File: config.mk
export PLATFORM = sky130hd
export DESIGN_NAME = frame_mean_flow_speed_direction_unit
export DESIGN_NICKNAME = d
export VERILOG_FILES = /design/src/sv/fmsd_pkg.sv /design/src/sv/fmsd_accum.sv /design/src/sv/fmsd_div.sv /design/src/sv/fmsd_calc.sv /design/src/sv/frame_mean_flow_speed_direction_unit.sv
export SDC_FILE = /design/constraint.sdc
export NUM_CORES = 2
export LEC_CHECK = 0
export BUFFER_PORTS_ARGS = -buffer_cell sky130_fd_sc_hd__buf_2
export CORE_MARGIN = 2
export CORE_UTILIZATION = 65
export DETAILED_ROUTE_END_ITERATION = 10
export PLACE_DENSITY_LB_ADDON = 0.2
export SYNTH_ARGS = -nofsm -noshare
export SYNTH_HDL_FRONTEND = slang
export SYNTH_SLANG_ARGS = --single-unit
File: constraint.sdc
create_clock -name i_clk -period 25.1 [get_ports i_clk]
set_clock_uncertainty 0.2 [all_clocks]
set_input_delay 5.02 -clock i_clk [delete_from_list [all_inputs] [get_ports i_clk]]
set_output_delay 5.02 -clock i_clk [all_outputs]
set_load 0.05 [all_outputs]
File: src/sv/fmsd_pkg.sv
`default_nettype none
package fmsd_pkg;

    // frame size limit and the widths that follow from it
    localparam int MAX_PIXELS = 1048576;
    localparam int CNT_W      = $clog2(MAX_PIXELS + 1);
    localparam int SUM_W      = CNT_W + 16;

    // field widths
    localparam int FLOW_W = 16;
    localparam int EPS_W  = 15;
    localparam int REAL_W = 16;
    localparam int RATE_W = 16;
    localparam int PIX_W  = 13;
    localparam int THR_W  = 31;
    localparam int SPD_W  = 32;
    localparam int DIR_W  = 2;
    localparam int CFG_W  = 31;
    localparam int IDX_W  = 3;

    // shared divider: 48-bit dividend covers mean * real * rate
    localparam int PROD_W = 48;
    localparam int DIV_W  = PROD_W;
    localparam int DEN_W  = PIX_W + 8;
    localparam int DVS_W  = (CNT_W > DEN_W) ? CNT_W : DEN_W;
    localparam int STEP_W = $clog2(DIV_W + 1);

    // register indexes
    localparam logic [IDX_W-1:0] REG_EPS    = 3'd0;
    localparam logic [IDX_W-1:0] REG_REAL_W = 3'd1;
    localparam logic [IDX_W-1:0] REG_REAL_H = 3'd2;
    localparam logic [IDX_W-1:0] REG_RATE   = 3'd3;
    localparam logic [IDX_W-1:0] REG_PIX_W  = 3'd4;
    localparam logic [IDX_W-1:0] REG_PIX_H  = 3'd5;
    localparam logic [IDX_W-1:0] REG_THR_X  = 3'd6;
    localparam logic [IDX_W-1:0] REG_THR_Y  = 3'd7;

    // direction codes
    localparam logic [DIR_W-1:0] DIR_ZERO = 2'b00;
    localparam logic [DIR_W-1:0] DIR_POS  = 2'b01;
    localparam logic [DIR_W-1:0] DIR_NEG  = 2'b11;

    // saturation limits
    localparam logic [SPD_W-1:0] SPD_MAX = 32'h7FFF_FFFF;
    localparam logic [SPD_W-1:0] SPD_MIN = 32'h8000_0000;

    typedef struct packed {
        logic [EPS_W-1:0]  eps;
        logic [REAL_W-1:0] real_w;
        logic [REAL_W-1:0] real_h;
        logic [RATE_W-1:0] rate;
        logic [PIX_W-1:0]  pix_w;
        logic [PIX_W-1:0]  pix_h;
        logic [THR_W-1:0]  thr_x;
        logic [THR_W-1:0]  thr_y;
    } t_cfg;

    typedef struct packed {
        logic [SUM_W-1:0] sum_u;
        logic [SUM_W-1:0] sum_v;
        logic [CNT_W-1:0] count_u;
        logic [CNT_W-1:0] count_v;
    } t_frame;

    typedef struct packed {
        logic             start;
        logic [DIV_W-1:0] dividend;
        logic [DVS_W-1:0] divisor;
    } t_div_req;

    typedef struct packed {
        logic             done;
        logic [DIV_W-1:0] quotient;
    } t_div_rsp;

    typedef struct packed {
        logic [DIR_W-1:0]  dir_y;
        logic [DIR_W-1:0]  dir_x;
        logic [SPD_W-1:0]  speed_y;
        logic [SPD_W-1:0]  speed_x;
        logic [FLOW_W-1:0] mean_v;
        logic [FLOW_W-1:0] mean_u;
    } t_result;

endpackage
`default_nettype wire

File: src/sv/fmsd_accum.sv
`default_nettype none
module fmsd_accum
    import fmsd_pkg::*;
(
    input  wire logic              i_clk,
    input  wire logic              i_rst_n,
    input  wire logic              i_accept,
    input  wire logic [FLOW_W-1:0] i_flow_u,
    input  wire logic [FLOW_W-1:0] i_flow_v,
    input  wire logic              i_last,
    input  wire logic [EPS_W-1:0]  i_eps,
    output logic                   o_start,
    output t_frame                 o_frame
);

    logic [SUM_W-1:0] r_sum_u, r_sum_v, n_sum_u, n_sum_v;
    logic [CNT_W-1:0] r_cnt_u, r_cnt_v, n_cnt_u, n_cnt_v;
    logic             r_start;
    t_frame           r_frame;
    logic [FLOW_W:0]  ext_u, ext_v, mag_u, mag_v;
    logic             sig_u, sig_v;

    // significance test on magnitudes, counts stop at the frame limit
    always_comb begin
        ext_u = {i_flow_u[FLOW_W-1], i_flow_u};
        ext_v = {i_flow_v[FLOW_W-1], i_flow_v};
        mag_u = ext_u[FLOW_W] ? ((FLOW_W+1)'(0) - ext_u) : ext_u;
        mag_v = ext_v[FLOW_W] ? ((FLOW_W+1)'(0) - ext_v) : ext_v;
        sig_u = (mag_u > (FLOW_W+1)'(i_eps)) && (r_cnt_u < CNT_W'(MAX_PIXELS));
        sig_v = (mag_v > (FLOW_W+1)'(i_eps)) && (r_cnt_v < CNT_W'(MAX_PIXELS));
        n_sum_u = sig_u ? (r_sum_u + {{(SUM_W-FLOW_W){i_flow_u[FLOW_W-1]}}, i_flow_u})
                        : r_sum_u;
        n_sum_v = sig_v ? (r_sum_v + {{(SUM_W-FLOW_W){i_flow_v[FLOW_W-1]}}, i_flow_v})
                        : r_sum_v;
        n_cnt_u = sig_u ? (r_cnt_u + CNT_W'(1)) : r_cnt_u;
        n_cnt_v = sig_v ? (r_cnt_v + CNT_W'(1)) : r_cnt_v;
    end

    // running sums, frame totals latched and cleared on the last item
    always_ff @(posedge i_clk) begin
        if (!i_rst_n) begin
            r_sum_u <= '0;
            r_sum_v <= '0;
            r_cnt_u <= '0;
            r_cnt_v <= '0;
            r_start <= 1'b0;
        end else begin
            r_start <= 1'b0;
            if (i_accept) begin
                if (i_last) begin
                    r_frame.sum_u   <= n_sum_u;
                    r_frame.sum_v   <= n_sum_v;
                    r_frame.count_u <= n_cnt_u;
                    r_frame.count_v <= n_cnt_v;
                    r_sum_u         <= '0;
                    r_sum_v         <= '0;
                    r_cnt_u         <= '0;
                    r_cnt_v         <= '0;
                    r_start         <= 1'b1;
                end else begin
                    r_sum_u <= n_sum_u;
                    r_sum_v <= n_sum_v;
                    r_cnt_u <= n_cnt_u;
                    r_cnt_v <= n_cnt_v;
                end
            end
        end
    end

    assign o_start = r_start;
    assign o_frame = r_frame;

endmodule
`default_nettype wire

File: src/sv/fmsd_div.sv
`default_nettype none
module fmsd_div
    import fmsd_pkg::*;
(
    input  wire logic     i_clk,
    input  wire logic     i_rst_n,
    input  wire t_div_req i_req,
    output t_div_rsp      o_rsp
);

    logic              r_busy;
    logic              r_done;
    logic [STEP_W-1:0] r_step;
    logic [DVS_W-1:0]  r_rem;
    logic [DVS_W-1:0]  r_dvs;
    logic [DIV_W-1:0]  r_quo;
    logic [DVS_W:0]    rem_sh;
    logic [DVS_W:0]    rem_sub;
    logic              fits;

    // one restoring step: shift in the next dividend bit and trial subtract
    always_comb begin
        rem_sh  = {r_rem, r_quo[DIV_W-1]};
        rem_sub = rem_sh - {1'b0, r_dvs};
        fits    = (rem_sh >= {1'b0, r_dvs});
    end

    // one quotient bit per cycle, msb first
    always_ff @(posedge i_clk) begin
        if (!i_rst_n) begin
            r_busy <= 1'b0;
            r_done <= 1'b0;
            r_step <= '0;
        end else begin
            r_done <= 1'b0;
            if (i_req.start) begin
                r_busy <= 1'b1;
                r_step <= STEP_W'(DIV_W);
                r_rem  <= '0;
                r_dvs  <= i_req.divisor;
                r_quo  <= i_req.dividend;
            end else if (r_busy) begin
                r_rem  <= fits ? rem_sub[DVS_W-1:0] : rem_sh[DVS_W-1:0];
                r_quo  <= {r_quo[DIV_W-2:0], fits};
                r_step <= r_step - STEP_W'(1);
                if (r_step == STEP_W'(1)) begin
                    r_busy <= 1'b0;
                    r_done <= 1'b1;
                end
            end
        end
    end

    assign o_rsp.done     = r_done;
    assign o_rsp.quotient = r_quo;

endmodule
`default_nettype wire

File: src/sv/fmsd_calc.sv
`default_nettype none
module fmsd_calc
    import fmsd_pkg::*;
(
    input  wire logic     i_clk,
    input  wire logic     i_rst_n,
    input  wire logic     i_start,
    input  wire t_frame   i_frame,
    input  wire t_cfg     i_cfg,
    input  wire logic     i_take,
    output logic          o_busy,
    output logic          o_valid,
    output t_result       o_result,
    output t_div_req      o_div_req,
    input  wire t_div_rsp i_div_rsp
);

    typedef enum logic [3:0] {
        S_IDLE,
        S_MEAN_GO,
        S_MEAN_WAIT,
        S_MUL1,
        S_MUL2,
        S_SPD_GO,
        S_SPD_WAIT,
        S_NEXT,
        S_OUT
    } t_state;

    t_state              r_state;
    logic                r_axis;
    logic [FLOW_W-1:0]   r_mag;
    logic                r_neg;
    logic [PROD_W-1:0]   r_prod;
    logic [SPD_W-1:0]    r_spd;
    t_result             r_res;

    logic [SUM_W-1:0]    sel_sum, sum_mag;
    logic [CNT_W-1:0]    sel_cnt;
    logic [REAL_W-1:0]   sel_real;
    logic [PIX_W-1:0]    sel_pix, pix_eff;
    logic [THR_W-1:0]    sel_thr;
    logic [31:0]         mul_a;
    logic [RATE_W-1:0]   mul_b;
    logic [PROD_W-1:0]   mul_p;
    logic [DIV_W-1:0]    quo;
    logic                quo_big_pos, quo_big_neg;
    logic [SPD_W-1:0]    spd_sat;
    logic [FLOW_W-1:0]   mean_val;
    logic [SPD_W:0]      spd_ext, thr_ext, thr_neg;
    logic [DIR_W-1:0]    dir_val;

    // operand selection for the current axis
    always_comb begin
        sel_sum  = r_axis ? i_frame.sum_v   : i_frame.sum_u;
        sel_cnt  = r_axis ? i_frame.count_v : i_frame.count_u;
        sel_real = r_axis ? i_cfg.real_h    : i_cfg.real_w;
        sel_pix  = r_axis ? i_cfg.pix_h     : i_cfg.pix_w;
        sel_thr  = r_axis ? i_cfg.thr_y     : i_cfg.thr_x;
        sum_mag  = sel_sum[SUM_W-1] ? (SUM_W'(0) - sel_sum) : sel_sum;
        pix_eff  = (sel_pix == '0) ? PIX_W'(1) : sel_pix;
    end

    // shared 32x16 multiplier: |mean| * real, then that product * rate
    always_comb begin
        mul_a = (r_state == S_MUL2) ? r_prod[31:0] : {16'b0, r_mag};
        mul_b = (r_state == S_MUL2) ? i_cfg.rate   : sel_real;
        mul_p = PROD_W'(mul_a) * PROD_W'(mul_b);
    end

    // divider requests
    always_comb begin
        o_div_req.start    = 1'b0;
        o_div_req.dividend = DIV_W'(sum_mag);
        o_div_req.divisor  = DVS_W'(sel_cnt);
        if (r_state == S_MEAN_GO) begin
            o_div_req.start = (sel_cnt != '0);
        end else if (r_state == S_SPD_GO) begin
            o_div_req.start    = 1'b1;
            o_div_req.dividend = r_prod;
            o_div_req.divisor  = DVS_W'({pix_eff, 8'b0});
        end
    end

    // saturation of the speed magnitude with its sign applied
    always_comb begin
        quo         = i_div_rsp.quotient;
        quo_big_pos = (quo[DIV_W-1:31] != '0);
        quo_big_neg = (quo[DIV_W-1:32] != '0) || (quo[31] && (quo[30:0] != '0));
        if (r_neg) begin
            spd_sat = quo_big_neg ? SPD_MIN : (SPD_W'(0) - quo[SPD_W-1:0]);
        end else begin
            spd_sat = quo_big_pos ? SPD_MAX : quo[SPD_W-1:0];
        end
    end

    // mean with sign and direction from the saturated speed
    always_comb begin
        mean_val = r_neg ? (FLOW_W'(0) - r_mag) : r_mag;
        spd_ext  = {r_spd[SPD_W-1], r_spd};
        thr_ext  = (SPD_W+1)'(sel_thr);
        thr_neg  = (SPD_W+1)'(0) - thr_ext;
        if ($signed(spd_ext) > $signed(thr_ext)) begin
            dir_val = DIR_POS;
        end else if ($signed(spd_ext) < $signed(thr_neg)) begin
            dir_val = DIR_NEG;
        end else begin
            dir_val = DIR_ZERO;
        end
    end

    // sequencer: mean, two products, speed division, per axis
    always_ff @(posedge i_clk) begin
        if (!i_rst_n) begin
            r_state <= S_IDLE;
            r_axis  <= 1'b0;
        end else begin
            case (r_state)
                S_IDLE: begin
                    r_axis <= 1'b0;
                    if (i_start) begin
                        r_state <= S_MEAN_GO;
                    end
                end
                S_MEAN_GO: begin
                    if (sel_cnt == '0) begin
                        r_mag   <= '0;
                        r_neg   <= 1'b0;
                        r_state <= S_MUL1;
                    end else begin
                        r_state <= S_MEAN_WAIT;
                    end
                end
                S_MEAN_WAIT: begin
                    if (i_div_rsp.done) begin
                        r_mag   <= quo[FLOW_W-1:0];
                        r_neg   <= sel_sum[SUM_W-1];
                        r_state <= S_MUL1;
                    end
                end
                S_MUL1: begin
                    r_prod  <= mul_p;
                    r_state <= S_MUL2;
                end
                S_MUL2: begin
                    r_prod  <= mul_p;
                    r_state <= S_SPD_GO;
                end
                S_SPD_GO: begin
                    r_state <= S_SPD_WAIT;
                end
                S_SPD_WAIT: begin
                    if (i_div_rsp.done) begin
                        r_spd   <= spd_sat;
                        r_state <= S_NEXT;
                    end
                end
                S_NEXT: begin
                    if (r_axis) begin
                        r_res.mean_v  <= mean_val;
                        r_res.speed_y <= r_spd;
                        r_res.dir_y   <= dir_val;
                        r_state       <= S_OUT;
                    end else begin
                        r_res.mean_u  <= mean_val;
                        r_res.speed_x <= r_spd;
                        r_res.dir_x   <= dir_val;
                        r_axis        <= 1'b1;
                        r_state       <= S_MEAN_GO;
                    end
                end
                S_OUT: begin
                    if (i_take) begin
                        r_state <= S_IDLE;
                    end
                end
                default: begin
                    r_state <= S_IDLE;
                end
            endcase
        end
    end

    assign o_busy   = (r_state != S_IDLE);
    assign o_valid  = (r_state == S_OUT);
    assign o_result = r_res;

endmodule
`default_nettype wire

File: src/sv/frame_mean_flow_speed_direction_unit.sv
`default_nettype none
// Frame mean flow speed and direction.
// Input stream: one flow vector per pixel on i_s_tdata, i_s_tlast marks the
// last pixel of a frame. Pixels are taken one per cycle while o_s_tready is
// high; the accumulators add each significant component in the accept cycle.
// The last pixel hands the frame totals to a sequencer that shares one
// restoring divider (48 steps, one quotient bit a cycle, done raised with
// the last bit) and one 32x16 multiplier. Per axis: mean division, two
// products, speed division; an axis with no significant component skips
// its mean division. o_s_tready is low from the cycle after the last pixel
// until the result enters the output register, and o_m_tvalid rises in the
// same cycle as o_s_tready goes high again.
// The result waits in an output register; while it is not taken the next
// frame's pixels still stream in, and the next frame's result waits in the
// sequencer, with the input held off, until the output register frees.
// Configuration: write i_cfg_data to register i_cfg_index when i_cfg_we is
// high, only while the block is idle. Reset (synchronous, active low)
// loads register defaults, clears the sums, counts and output valid.
module frame_mean_flow_speed_direction_unit
    import fmsd_pkg::*;
(
    input  wire logic              i_clk,
    input  wire logic              i_rst_n,
    input  wire logic              i_cfg_we,
    input  wire logic [IDX_W-1:0]  i_cfg_index,
    input  wire logic [CFG_W-1:0]  i_cfg_data,
    input  wire logic              i_s_tvalid,
    output logic                   o_s_tready,
    // flow_u [15:0], flow_v [31:16]
    input  wire logic [31:0]       i_s_tdata,
    input  wire logic              i_s_tlast,
    output logic                   o_m_tvalid,
    input  wire logic              i_m_tready,
    // mean_u [15:0], mean_v [31:16], speed_x [63:32], speed_y [95:64],
    // direction_x [97:96], direction_y [99:98], zero [103:100]
    output logic [103:0]           o_m_tdata
);

    t_cfg     r_cfg;
    logic     r_out_valid;
    t_result  r_out;
    logic     s_accept;
    logic     calc_start;
    logic     calc_busy;
    logic     calc_valid;
    logic     take;
    t_frame   frame;
    t_result  result;
    t_div_req div_req;
    t_div_rsp div_rsp;

    // configuration registers
    always_ff @(posedge i_clk) begin
        if (!i_rst_n) begin
            r_cfg.eps    <= EPS_W'(26);
            r_cfg.real_w <= REAL_W'(1000);
            r_cfg.real_h <= REAL_W'(1000);
            r_cfg.rate   <= RATE_W'(7680);
            r_cfg.pix_w  <= PIX_W'(640);
            r_cfg.pix_h  <= PIX_W'(480);
            r_cfg.thr_x  <= '0;
            r_cfg.thr_y  <= '0;
        end else if (i_cfg_we) begin
            case (i_cfg_index)
                REG_EPS:    r_cfg.eps    <= i_cfg_data[EPS_W-1:0];
                REG_REAL_W: r_cfg.real_w <= i_cfg_data[REAL_W-1:0];
                REG_REAL_H: r_cfg.real_h <= i_cfg_data[REAL_W-1:0];
                REG_RATE:   r_cfg.rate   <= i_cfg_data[RATE_W-1:0];
                REG_PIX_W:  r_cfg.pix_w  <= i_cfg_data[PIX_W-1:0];
                REG_PIX_H:  r_cfg.pix_h  <= i_cfg_data[PIX_W-1:0];
                REG_THR_X:  r_cfg.thr_x  <= i_cfg_data[THR_W-1:0];
                REG_THR_Y:  r_cfg.thr_y  <= i_cfg_data[THR_W-1:0];
                default: begin
                end
            endcase
        end
    end

    // input handshake: hold off while a frame is being finished
    assign o_s_tready = !(calc_start || calc_busy);
    assign s_accept   = i_s_tvalid && o_s_tready;

    fmsd_accum u_accum (
        .i_clk    (i_clk),
        .i_rst_n  (i_rst_n),
        .i_accept (s_accept),
        .i_flow_u (i_s_tdata[15:0]),
        .i_flow_v (i_s_tdata[31:16]),
        .i_last   (i_s_tlast),
        .i_eps    (r_cfg.eps),
        .o_start  (calc_start),
        .o_frame  (frame)
    );

    fmsd_calc u_calc (
        .i_clk     (i_clk),
        .i_rst_n   (i_rst_n),
        .i_start   (calc_start),
        .i_frame   (frame),
        .i_cfg     (r_cfg),
        .i_take    (take),
        .o_busy    (calc_busy),
        .o_valid   (calc_valid),
        .o_result  (result),
        .o_div_req (div_req),
        .i_div_rsp (div_rsp)
    );

    fmsd_div u_div (
        .i_clk   (i_clk),
        .i_rst_n (i_rst_n),
        .i_req   (div_req),
        .o_rsp   (div_rsp)
    );

    // output register
    assign take = !r_out_valid || i_m_tready;

    always_ff @(posedge i_clk) begin
        if (!i_rst_n) begin
            r_out_valid <= 1'b0;
        end else begin
            if (calc_valid && take) begin
                r_out_valid <= 1'b1;
                r_out       <= result;
            end else if (i_m_tready) begin
                r_out_valid <= 1'b0;
            end
        end
    end

    assign o_m_tvalid = r_out_valid;
    assign o_m_tdata  = {4'b0, r_out};

    // last pixel stops intake in the following cycle
    a_last_stalls: assert property (@(posedge i_clk) disable iff (!i_rst_n)
        (s_accept && i_s_tlast) |=> !o_s_tready)
        else $error("intake not stopped after last pixel");

    // a new result only appears after the sequencer has run
    a_result_after_calc: assert property (@(posedge i_clk) disable iff (!i_rst_n)
        $rose(o_m_tvalid) |-> $past(calc_busy))
        else $error("result without a finished frame");

    // horizontal speed is not negative while the horizontal mean is not negative
    a_sign_x: assert property (@(posedge i_clk) disable iff (!i_rst_n)
        (o_m_tvalid && !o_m_tdata[15]) |-> !o_m_tdata[63])
        else $error("horizontal speed sign differs from mean");

    // nonzero vertical direction needs a nonzero vertical speed
    a_dir_y: assert property (@(posedge i_clk) disable iff (!i_rst_n)
        (o_m_tvalid && (o_m_tdata[99:98] != DIR_ZERO)) |-> (o_m_tdata[95:64] != '0))
        else $error("vertical direction set with zero speed");

endmodule
`default_nettype wire
==> flow_summary.json <==
{
  "nFillCells": 6431,
  "worstSkewPairLatency_ns": 0.66,
  "dieArea_sq_um": 88600,
  "synthDistinctLibCells": 84,
  "numCtsBuffers": 85,
  "crit_path_frequent_cell": "fa_1",
  "rows": 107,
  "path_max_fanout": 122,
  "utilization_pct": 71.1,
  "initial_core_util_pct": 65.7,
  "cts_tree": "done",
  "syn_area_per_cell_sq_um": 9.61,
  "holdBufCountCts": 0,
  "layout_common_cells": "973 x nand2_1, 546 x inv_1, 503 x edfxtp_1, 421 x fa_1, 374 x nor2_1",
  "synthCells": 5834,
  "final-setup-viol-count": 0,
  "core_area_sq_um": 85300,
  "post_cts_buffers": 0,
  "clock-root-buffer": "clkbuf_16",
  "finalWirelength_mm": 151,
  "hpwl_mm": 113,
  "dp_cells": 6925,
  "cts_resized": 0,
  "drv_cap": 0,
  "synth-edff-count": 503,
  "clk_pin_slew_ns": 0.06,
  "ys_seq_area_share_pct": 37.0,
  "worst_path_max_delay_cell": "dfxtp_1",
  "fin_tns_setup_ns": 0,
  "nets": 6676,
  "num_io_pins": 178,
  "synthFlopType": "edfxtp_1",
  "peakVddDrop_v": 0.000215,
  "cp.arrival_ns": 10.83,
  "drive_gt1_share_pct": 8.01,
  "wl_per_cell_microns": 21.3,
  "relSlewSlack_pct": 8.91,
  "first_global_vias": 42504,
  "cts_max_path_buffers": 3,
  "endpoint_kind": "register",
  "synth-async-reset-ratio_pct": 0,
  "p_total_mw": 5.21,
  "multi_input_area_sq_um": 32200,
  "fmax_mhz": 94.1,
  "required_ns": 25.30,
  "finalNonFillerCells": 7087,
  "drt_iter0_markers": 4511,
  "final_common_cell": "nand2_1",
  "vias": 43757,
  "report.final.slew_viol_count": 0,
  "yosys_warnings": 0,
  "cellLeakagePower_nw": 25.2,
  "final-seq-area_sq_um": 20800,
  "fp.dieH_microns": 298,
  "worstSetupPathType": "reg2reg",
  "cts_num_sinks": 785,
  "grt_overflow_total": 0,
  "antenna_found_initial": 4,
  "grt_max_degree": 123,
  "grt_pass1_wl_mm": 240,
  "slowest_delay_ns": 0.87,
  "period_needed_ns": 10.63,
  "firstDrtPassIters": 6,
  "gp_congestion": 0.965,
  "die_w_microns": 298,
  "drc": 0,
  "syn_to_final_growth_pct": 8.10,
  "netlist_area_sq_um": 56100,
  "rsz0062_at_grt": "no",
  "hold_class": "reg2reg",
  "grt_use_total_pct": 34.5,
  "ant_nets": 0,
  "powerDensity_nw_per_um2": 86.0,
  "cts_max_level": 3,
  "io_buffers": 173,
  "tightest_slew_ns": 1.37,
  "hold_violations": 0,
  "critPathLaunchType": "register",
  "post-route-period-util_pct": 42.4,
  "status": "completed",
  "routed_via_density": 6.17,
  "ys_ff_latch": 785
}
## flip-flops by register name, indices dropped and copies added (netlist names)
signal,flops
o_m_tvalid,1
u_calc.r_state,4
u_accum.o_start,1
u_calc.r_neg,1
u_accum.r_sum_v,37
u_div.r_done,1
r_cfg,151
u_div.r_step,6
u_calc.r_prod,48
u_calc.o_result,100
o_m_tdata,100
u_accum.r_sum_u,37
u_calc.r_spd,32
u_calc.r_mag,16
u_div.r_rem,21
u_div.r_busy,1
u_div.r_dvs,21
u_calc.r_axis,1
u_accum.r_cnt_u,21
u_div.r_quo,48
u_accum.o_frame,116
u_accum.r_cnt_v,21
## layer usage
metal | wire length [microns] | share of wire [%] | vias to the layer above | GRT usage [%]
li1 | - | - | 19989 | -
met1 | 60300 | 40 | 21068 | 47.8
met2 | 67600 | 45 | 2222 | 53.1
met3 | 15500 | 10 | 474 | 6.64
met4 | 7370 | 4.9 | 4 | 15.5
met5 | 20 | 0.013 | - | 0
## Yosys cell counts, drive strengths merged, types with 89 or more instances
| master | n | area, sq um |
|---|---|---|
| nand2 | 975 | 3660 |
| inv | 547 | 2050 |
| edfxtp | 503 | 15100 |
| fa | 421 | 8430 |
| nor2 | 383 | 1440 |
| a21oi | 360 | 1800 |
| ha | 315 | 3940 |
| dfxtp | 282 | 5650 |
| clkbuf | 235 | 898 |
| o21ai | 235 | 1180 |
| xnor2 | 179 | 1570 |
| and3 | 133 | 832 |
| nand3 | 103 | 515 |
| mux2i | 102 | 1020 |
| xor2 | 89 | 780 |
## critical path: cells and delay by family (launching register included)
kind,cells,cell delay (ns)
adder cells (fa/ha/maj),7,3.31
AO/OA/AOI/OAI,10,2.86
buffers and inverters,6,1.59
AND/OR/NAND/NOR,4,1.36
flip-flops,1,0.87
XOR/XNOR,1,0.10
## final timing paths
kind | start | endpoint | slack, ns | depth (start not counted)
worst min register to register | u_calc.o_result[91] | o_m_tdata[91] | 0.22 | 0
worst max-delay path | u_calc.r_state[2] | u_calc.r_prod[42] | 14.47 | 28
worst max register to register | u_calc.r_state[2] | u_calc.r_prod[42] | 14.47 | 28
worst min-delay path | u_calc.o_result[91] | o_m_tdata[91] | 0.22 | 0
## kinds of logic after synthesis
group           synth area share, %
compound gates                 11.7
xor+xnor                       4.19
fa+ha+maj                      22.1
buf+inv                        5.72
flops                          37.0
mux                            3.15
other cells                 0.00669
simple gates                   16.2
## stage by stage
stage	setup WS [ns]	hold WS, ns	instance area (sq um)
after floorplan	11.15	0.200	56100
after global placement	14.92	0.200	57700
after detailed placement	14.80	0.205	57700
after CTS	14.74	0.216	60600
after global routing	13.92	0.221	60600
final	14.47	0.216	60600
## final cells by class
| type | instances | share of cell area [%] |
|---|---|---|
| multi-input combinational | 4219 | 53.2 |
| tap | 1144 | 2.36 |
| antenna | 2 | 0.00826 |
| inverter | 547 | 3.40 |
| timing repair buffer | 230 | 2.13 |
| clock buffer | 119 | 3.92 |
| sequential | 785 | 34.2 |
| clock inverter | 41 | 0.768 |
## report_power, final
part / leakage, nW / internal (mW) / switching [mW]
Combinational: 16.9 / 0.865 / 1.38
Sequential: 6.87 / 1.58 / 0.110
Clock: 1.37 / 0.740 / 0.536
No activity file was read; power rests on OpenSTA's default activity.
